<file path="src/design/wdpa_pkg.sv">
// shared widths, defaults and the result record of the delta patch applier
`timescale 1ns / 1ps
package wdpa_pkg;

   localparam int DATA_W            = 16;
   localparam int ADDR_OUT_W        = 24;
   localparam int COUNT_W           = 2 * DATA_W;
   localparam int ADDR_BITS_DEFAULT = 24;

   // one result: a word write or the end marker
   typedef struct packed {
      logic [ADDR_OUT_W-1:0] write_addr;
      logic [DATA_W-1:0]     write_data;
      logic                  patch_end;
   } result_type;

endpackage

</file>
<file path="src/design/wdpa_if.sv">
// request and response channel interfaces of the delta patch applier
`timescale 1ns / 1ps
interface wdpa_req_if;
   logic                       valid;
   logic                       ready;
   logic [wdpa_pkg::DATA_W-1:0] patch_word;

   modport source (output valid, output patch_word, input ready);
   modport sink   (input valid, input patch_word, output ready);
endinterface

interface wdpa_rsp_if;
   logic                           valid;
   logic                           ready;
   logic [wdpa_pkg::ADDR_OUT_W-1:0] write_addr;
   logic [wdpa_pkg::DATA_W-1:0]     write_data;
   logic                           patch_end;

   modport source (output valid, output write_addr, output write_data, output patch_end,
                   input ready);
   modport sink   (input valid, input write_addr, input write_data, input patch_end,
                   output ready);
endinterface

</file>
<file path="src/design/wdpa_decode.sv">
// patch word parser: parse mode, run counter, write pointer and result forming
`timescale 1ns / 1ps
module wdpa_decode #(
   parameter int ADDR_BITS = wdpa_pkg::ADDR_BITS_DEFAULT
) (
   input  logic                        clock,
   input  logic                        reset,
   input  logic                        accept,
   input  logic [wdpa_pkg::DATA_W-1:0] patch_word,
   output logic                        has_result,
   output wdpa_pkg::result_type        result
);
   import wdpa_pkg::*;

   localparam int SUM_W = (ADDR_BITS > COUNT_W) ? ADDR_BITS : COUNT_W;
   localparam logic [ADDR_BITS-1:0] PTR_ONE = ADDR_BITS'(1);

   typedef enum logic [2:0] {
      MODE_COUNT   = 3'd0,
      MODE_SKIP    = 3'd1,
      MODE_DATA    = 3'd2,
      MODE_UNCH_LO = 3'd3,
      MODE_UNCH_HI = 3'd4
   } mode_type;

   mode_type              mode_ff, mode_in;
   logic [DATA_W-1:0]     words_left_ff, words_left_in;
   logic [ADDR_BITS-1:0]  ptr_ff, ptr_in;
   logic [DATA_W-1:0]     low_half_ff, low_half_in;
   logic [COUNT_W-1:0]    total;
   logic [DATA_W-1:0]     words_dec;

   assign total     = {patch_word, low_half_ff};
   assign words_dec = words_left_ff - DATA_W'(1);

   // next parse state and the result of the current word
   always_comb begin
      mode_in       = mode_ff;
      words_left_in = words_left_ff;
      ptr_in        = ptr_ff;
      low_half_in   = low_half_ff;
      has_result    = 1'b0;
      result        = '0;
      case (mode_ff)
         MODE_SKIP: begin
            ptr_in  = ADDR_BITS'(SUM_W'(ptr_ff) + SUM_W'(patch_word));
            mode_in = (words_left_ff != '0) ? MODE_DATA : MODE_COUNT;
         end
         MODE_DATA: begin
            has_result        = 1'b1;
            result.write_addr = ADDR_OUT_W'(ptr_ff);
            result.write_data = patch_word;
            ptr_in            = ptr_ff + PTR_ONE;
            words_left_in     = words_dec;
            if (words_dec == '0) begin
               mode_in = MODE_COUNT;
            end
         end
         MODE_UNCH_LO: begin
            low_half_in = patch_word;
            mode_in     = MODE_UNCH_HI;
         end
         MODE_UNCH_HI: begin
            mode_in = MODE_COUNT;
            if (total == '0) begin
               // end of patch: marker out, pointer back to the start
               has_result       = 1'b1;
               result.patch_end = 1'b1;
               ptr_in           = '0;
               words_left_in    = '0;
            end else begin
               ptr_in = ADDR_BITS'(SUM_W'(ptr_ff) + SUM_W'(total));
            end
         end
         default: begin
            // change count word, also taken for codes that cannot occur
            if (patch_word != '0) begin
               words_left_in = patch_word;
               mode_in       = MODE_SKIP;
            end else begin
               mode_in = MODE_UNCH_LO;
            end
         end
      endcase
   end

   // parse state, updated once per accepted request
   always_ff @(posedge clock) begin
      if (reset) begin
         mode_ff       <= MODE_COUNT;
         words_left_ff <= '0;
         ptr_ff        <= '0;
         low_half_ff   <= '0;
      end else if (accept) begin
         mode_ff       <= mode_in;
         words_left_ff <= words_left_in;
         ptr_ff        <= ptr_in;
         low_half_ff   <= low_half_in;
      end
   end

   // a nonzero count opens a run of that length
   a_count_opens_run: assert property (@(posedge clock) disable iff (reset)
      accept && mode_ff == MODE_COUNT && patch_word != '0
      |=> mode_ff == MODE_SKIP && words_left_ff == $past(patch_word))
      else $error("count word did not open a run");

   // each data word steps the pointer by one
   a_data_steps_ptr: assert property (@(posedge clock) disable iff (reset)
      accept && mode_ff == MODE_DATA |=> ptr_ff == ADDR_BITS'($past(ptr_ff) + PTR_ONE))
      else $error("pointer did not step after a data word");

   // the end marker leaves the parser ready for a new patch
   a_end_rewinds: assert property (@(posedge clock) disable iff (reset)
      accept && has_result && result.patch_end
      |=> ptr_ff == '0 && words_left_ff == '0 && mode_ff == MODE_COUNT)
      else $error("end marker did not rewind the parser");

   // no request, no change of parse state
   a_idle_holds: assert property (@(posedge clock) disable iff (reset)
      !accept |=> $stable(ptr_ff) && $stable(mode_ff) && $stable(words_left_ff))
      else $error("parse state moved without a request");

endmodule

</file>
<file path="src/design/wdpa_out_reg.sv">
// response register between the parser and the response channel
`timescale 1ns / 1ps
module wdpa_out_reg (
   input  logic                 clock,
   input  logic                 reset,
   input  logic                 accept,
   input  logic                 has_result,
   input  wdpa_pkg::result_type result,
   output logic                 slot_free,
   wdpa_rsp_if.source           rsp_chan
);
   import wdpa_pkg::*;

   logic       valid_ff;
   result_type data_ff;

   // a request may enter when no response is held or the held response leaves in the same cycle
   assign slot_free = !valid_ff || rsp_chan.ready;

   // valid flag and payload of the held response
   always_ff @(posedge clock) begin
      if (reset) begin
         valid_ff <= 1'b0;
      end else if (accept) begin
         valid_ff <= has_result;
      end else if (rsp_chan.ready) begin
         valid_ff <= 1'b0;
      end
      if (accept && has_result) begin
         data_ff <= result;
      end
   end

   assign rsp_chan.valid      = valid_ff;
   assign rsp_chan.write_addr = data_ff.write_addr;
   assign rsp_chan.write_data = data_ff.write_data;
   assign rsp_chan.patch_end  = data_ff.patch_end;

   // a response is never overwritten while it waits
   a_no_overwrite: assert property (@(posedge clock) disable iff (reset)
      valid_ff && !rsp_chan.ready |-> !accept)
      else $error("request taken while a response was stalled");

endmodule

</file>
<file path="src/design/word_delta_patch_applier.sv">
// top level: delta patch words in, word writes and end markers out
// a write or end marker appears on the response channel in the cycle after its request is taken
// throughput: one patch word per cycle unless a response stalls; the single response register
// is the only buffer; counts, skips and unchanged halves make no response but also wait for it
// reset (synchronous): parse mode to change count, pointer, run count and response valid cleared
`timescale 1ns / 1ps
module word_delta_patch_applier #(
   parameter int ADDR_BITS = wdpa_pkg::ADDR_BITS_DEFAULT
) (
   input  logic      clock,
   input  logic      reset,
   wdpa_req_if.sink   req_chan,
   wdpa_rsp_if.source rsp_chan
);
   import wdpa_pkg::*;

   logic       accept;
   logic       slot_free;
   logic       has_result;
   result_type result;

   // request handshake
   assign req_chan.ready = slot_free;
   assign accept         = req_chan.valid && slot_free;

   wdpa_decode #(
      .ADDR_BITS (ADDR_BITS)
   ) u_decode (
      .clock      (clock),
      .reset      (reset),
      .accept     (accept),
      .patch_word (req_chan.patch_word),
      .has_result (has_result),
      .result     (result)
   );

   wdpa_out_reg u_out_reg (
      .clock      (clock),
      .reset      (reset),
      .accept     (accept),
      .has_result (has_result),
      .result     (result),
      .slot_free  (slot_free),
      .rsp_chan   (rsp_chan)
   );

endmodule

</file>
<file path="src/flat_wrapper.sv">
// flat-port wrapper written by rule: the top's interface ports become plain ports
module word_delta_patch_applier_flat import wdpa_pkg::*;
#(
   parameter int ADDR_BITS = wdpa_pkg::ADDR_BITS_DEFAULT
)
  (clock, reset, req_chan_valid, req_chan_patch_word, req_chan_ready, rsp_chan_valid, rsp_chan_write_addr, rsp_chan_write_data, rsp_chan_patch_end, rsp_chan_ready);
  wdpa_req_if req_chan_i ();
  wdpa_rsp_if rsp_chan_i ();
  input  logic clock;
  input  logic reset;
  input wire logic [$bits(req_chan_i.valid)-1:0] req_chan_valid;
  input wire logic [$bits(req_chan_i.patch_word)-1:0] req_chan_patch_word;
  output wire logic [$bits(req_chan_i.ready)-1:0] req_chan_ready;
  output wire logic [$bits(rsp_chan_i.valid)-1:0] rsp_chan_valid;
  output wire logic [$bits(rsp_chan_i.write_addr)-1:0] rsp_chan_write_addr;
  output wire logic [$bits(rsp_chan_i.write_data)-1:0] rsp_chan_write_data;
  output wire logic [$bits(rsp_chan_i.patch_end)-1:0] rsp_chan_patch_end;
  input wire logic [$bits(rsp_chan_i.ready)-1:0] rsp_chan_ready;
  assign req_chan_i.valid = req_chan_valid;
  assign req_chan_i.patch_word = req_chan_patch_word;
  assign req_chan_ready = req_chan_i.ready;
  assign rsp_chan_valid = rsp_chan_i.valid;
  assign rsp_chan_write_addr = rsp_chan_i.write_addr;
  assign rsp_chan_write_data = rsp_chan_i.write_data;
  assign rsp_chan_patch_end = rsp_chan_i.patch_end;
  assign rsp_chan_i.ready = rsp_chan_ready;
  word_delta_patch_applier #(.ADDR_BITS(ADDR_BITS)) u_core (.clock(clock), .reset(reset), .req_chan(req_chan_i), .rsp_chan(rsp_chan_i));
endmodule
</file>
<file path="config.mk">
export PLATFORM = sky130hd
export DESIGN_NAME = word_delta_patch_applier_flat
export DESIGN_NICKNAME = d
export VERILOG_FILES = /design/src/design/wdpa_pkg.sv /design/src/design/wdpa_if.sv /design/src/design/wdpa_decode.sv /design/src/design/wdpa_out_reg.sv /design/src/design/word_delta_patch_applier.sv /design/src/flat_wrapper.sv
export SDC_FILE = /design/constraint.sdc
export NUM_CORES = 1
export LEC_CHECK = 0
export BUFFER_PORTS_ARGS = -buffer_cell sky130_fd_sc_hd__buf_2
export CORE_MARGIN = 2
export CORE_UTILIZATION = 55
export DETAILED_ROUTE_END_ITERATION = 8
export PLACE_DENSITY = 0.78
export SETUP_SLACK_MARGIN = 0.4
export SLEW_MARGIN = 30
export SYNTH_ARGS = -nofsm -noshare
export SYNTH_HDL_FRONTEND = slang
export SYNTH_SLANG_ARGS = --single-unit
</file>
<file path="constraint.sdc">
create_clock -name clock -period 3.3 [get_ports clock]
set_clock_uncertainty 0.2 [all_clocks]
set_input_delay 0.165 -clock clock [delete_from_list [all_inputs] [get_ports clock]]
set_output_delay 0.165 -clock clock [all_outputs]
set_load 0.05 [all_outputs]
</file>
==> results.md <==
* Final wirelength at between 15 and 20 mm
* Clock-pin transition on the worst setup and hold timing paths at about 0.07 ns
* CTS Buffer Depth at 2
* Leakage at 3.27 nW
* Status: finished, final reports clean
* Largest net degree at the start of global routing at 51
* Slew headroom at 44.7%
* Number of vias per cell at between 6 and 7
* Count leader, synth: nor2_1
* Die Area at around 13,000 um^2
* Syn avg cell area at about 8.8 um^2
* Worst Path Buf+Inv at 2
* Core Box Area at between 10,000 and 15,000 um^2
* Post-synth EDFFs at 41
* Final setup viols at 0
* Min Tclk post-route at between 3 and 4 ns
* RSZ-0062 raised after global routing: true
* Vias in the first global route at 6,017
* Hold Path Class: input pin to flop
* Initial antenna violation count at 0
* Area delta synth->final at 20.2%
* CP Max Fanout at 6
* CP Data Required Time at 3.37 ns
* Critical Path Sink Type: flop
* DR iter-0 viols at 613
* CP cell instances: inv_4, or3_4, nand2b_1, ha_2, inv_2, fa_2, nand2b_4, a21oi_4, o31ai_4, a31o_4, o21ai_4, nor2b_4, nand4b_1, a31oi_1
* Setup TNS at 0 ns
* Die Wd at between 100 and 150 um
* Worst skew pair latency at between 0.3 and 0.4 ns
* Final net count at around 900
* Met1 Usage GRT at 37.3%
* Pwr Density at about 440 nW/um^2
* Global route overflow at 0
* Die height at around 110 um
* Cell family with most CP delay: simple AND/OR/NAND/NOR gates
* Final-report hold violation count at 0
* DRC at 0
* Fmax achieved at around 0.33 GHz
* Ys Warns at 0
* Worst EP arrival at around 3.1 ns
* Clock sinks at about 100
* Met2 GRT Util at roughly half
* Total CTS buffers at 9
* H-tree levels at 3
* Final cell utilization of the core at approximately 67%
* Design area at around 8100 um^2
* Top cell type's share of synthesized area at between 15 and 20%
* Synth cell count leaders: nor2_1, dfxtp_1, and2_1, a21oi_1
* GRT Overall Usage at between 20 and 30%
* I/O pins at 63
* IO Port Bufs at 62
* Vias at 6,388
* Syn_nets at between 800 and 900
* Ys async rst share at 0%
* Critical path class: flop to flop
* Pins Over Slew Limit at 0
* Number of antenna diodes at 0
* Ratio of final minimum period to clock period at around 90%
* Mapped cell area at roughly 6700 um^2
* Least-Margin Pin Slew at about 0.83 ns
* Worst setup SP type: flop
* Row Count at 40
* Fill count at 921
* Seq/Total Area, Yosys at between 30% and 40%
* Detailed placement HPWL at about 13 mm
* Max cap viols at 0
* Top_reg_cell synth: dfxtp_1
* Grt peak-use layer: met2
* Initial Utilization at ~56%
* Per-cell routed wire length at just under 20 um
* Synthesis-stage register bit count at between 100 and 150
* Slowest stage cell on the critical path: or3_4
* GPL Wtd Cong at around 1
* Met3 usage at about 5.7%
* Initial DRT Pass Iterations at 6
* Ranking of synthesized cells by area: edfxtp_1, dfxtp_1, ha_1, and2_1, nor2_1
* Placed inst area at about 7300 um^2
* Layout cell share with drive strength beyond 1 at 23.3%
* First-pass GRT wire length at roughly 31 mm
* Post-synth top area cell: edfxtp_1
* Cells after Synth at 758
* Antenna viol nets, final at 0
* Crit path largest cell delay at 0.38 ns
* VDD IR max at approximately 0.34 mV
* Post-synth cell types at 62
* CTS tree: built
* CTS root buf: clkbuf_16
[worst min-delay path, delay by kind of cell]
family                 cells  cell delay [ns]
muxes                      1             0.10
and+or+nand+nor            1             0.08
buffers and inverters      1             0.19
[area by class of cell]
| type | count | area [um^2] | share of cell area [%] |
|---|---|---|---|
| well taps | 147 | 184 | 2.28 |
| clock inverters | 7 | 58.8 | 0.730 |
| flip-flops and latches | 101 | 2440 | 30.2 |
| clock buffers | 9 | 225 | 2.79 |
| repair buffers | 106 | 678 | 8.41 |
| multi-input cells | 604 | 4440 | 55.1 |
| inverters | 10 | 40.0 | 0.497 |
[path summary, 6_finish.rpt]
path                                                 startpoint                               to  slack, ns  cells after the start
worst min register to register  u_core.u_out_reg.rsp_chan.valid  u_core.u_out_reg.rsp_chan.valid       0.31                      2
worst max register to register       u_core.u_decode.mode_ff[1]       u_core.u_decode.ptr_ff[22]       0.26                     14
worst min-delay path                    req_chan_patch_word[13]  u_core.u_decode.low_half_ff[13]       0.02                      3
worst max-delay path                 u_core.u_decode.mode_ff[1]       u_core.u_decode.ptr_ff[22]       0.26                     14
[metal layers]
| layer | share of wire, % | routed length (um) |
|---|---|---|
| met1 | 41 | 7930 |
| met2 | 49 | 9460 |
| met3 | 6.7 | 1310 |
| met4 | 3.8 | 733 |
| met5 | 0 | 0 |
[placed cells by master, fill, tap and decap left out, types with 13 or more instances in the layout]
cell type,n
nand3_1,14
xnor2_1,25
mux2i_1,19
buf_2,63
a22oi_1,20
a21o_1,13
a21oi_1,48
dfxtp_1,57
buf_4,32
and2_1,54
o21ai_0,23
ha_4,13
xor2_1,15
edfxtp_1,41
nor3_1,25
nor2_1,82
ha_1,26
a211oi_1,18
nand2_1,33
[state kept, by name, indices dropped and copies added, names as in the netlist]
register                              cells
u_core.u_decode.ptr_ff                   24
u_core.u_out_reg.rsp_chan.patch_end       1
u_core.u_out_reg.rsp_chan.valid           1
u_core.u_decode.mode_ff                   3
u_core.u_decode.words_left_ff            16
u_core.u_decode.low_half_ff              16
u_core.u_out_reg.rsp_chan.write_data     16
u_core.u_out_reg.rsp_chan.write_addr     24
[kinds of logic (layout without fill, tap and decap cells)]
logic type,count (synthesis),in the layout,share of synthesized area [%]
mux,20,20,3.00
fa+ha+maj,43,43,8.25
simple gates,288,289,22.4
compound gates,211,211,20.4
flops,101,101,36.3
xor+xnor,41,41,5.36
buf+inv,54,132,4.31
[stage by stage]
stage | std cells | hold WS, ns | setup slack, ns | total power, mW
6_report | 984 | 0.0153 | 0.259 | 3.54
5_1_grt | 984 | 0.0332 | 0.0967 | 3.70
4_1_cts | 979 | 0.00264 | 0.262 | 3.49
3_5_place_dp | 943 | 0.297 | 0.0734 | 2.40
3_3_place_gp | 943 | 0.281 | 0.193 | 2.37
2_1_floorplan | 758 | 0.109 | 0.230 | 2.20
[power breakdown]
part           internal (mW)  switching [mW]  total [mW]
clock network          0.521           0.502        1.02
registers               1.36          0.0901        1.45
logic                  0.448           0.616        1.06
total                   2.33            1.21        3.54
[repair_timing]
| item | in CTS | in global routing |
|---|---|---|
| gates cloned | 1 | 1 |
| buffers inserted | 11 | 4 |
| hold buffers | 8 | 0 |
| gates resized for setup | 31 | 27 |
| setup endpoints to repair | 20 | 28 |
| endpoints found under the hold margin | 9 | 0 |
| pin swaps | 17 | 20 |
Note: power is estimated with default switching activity, not from simulation.
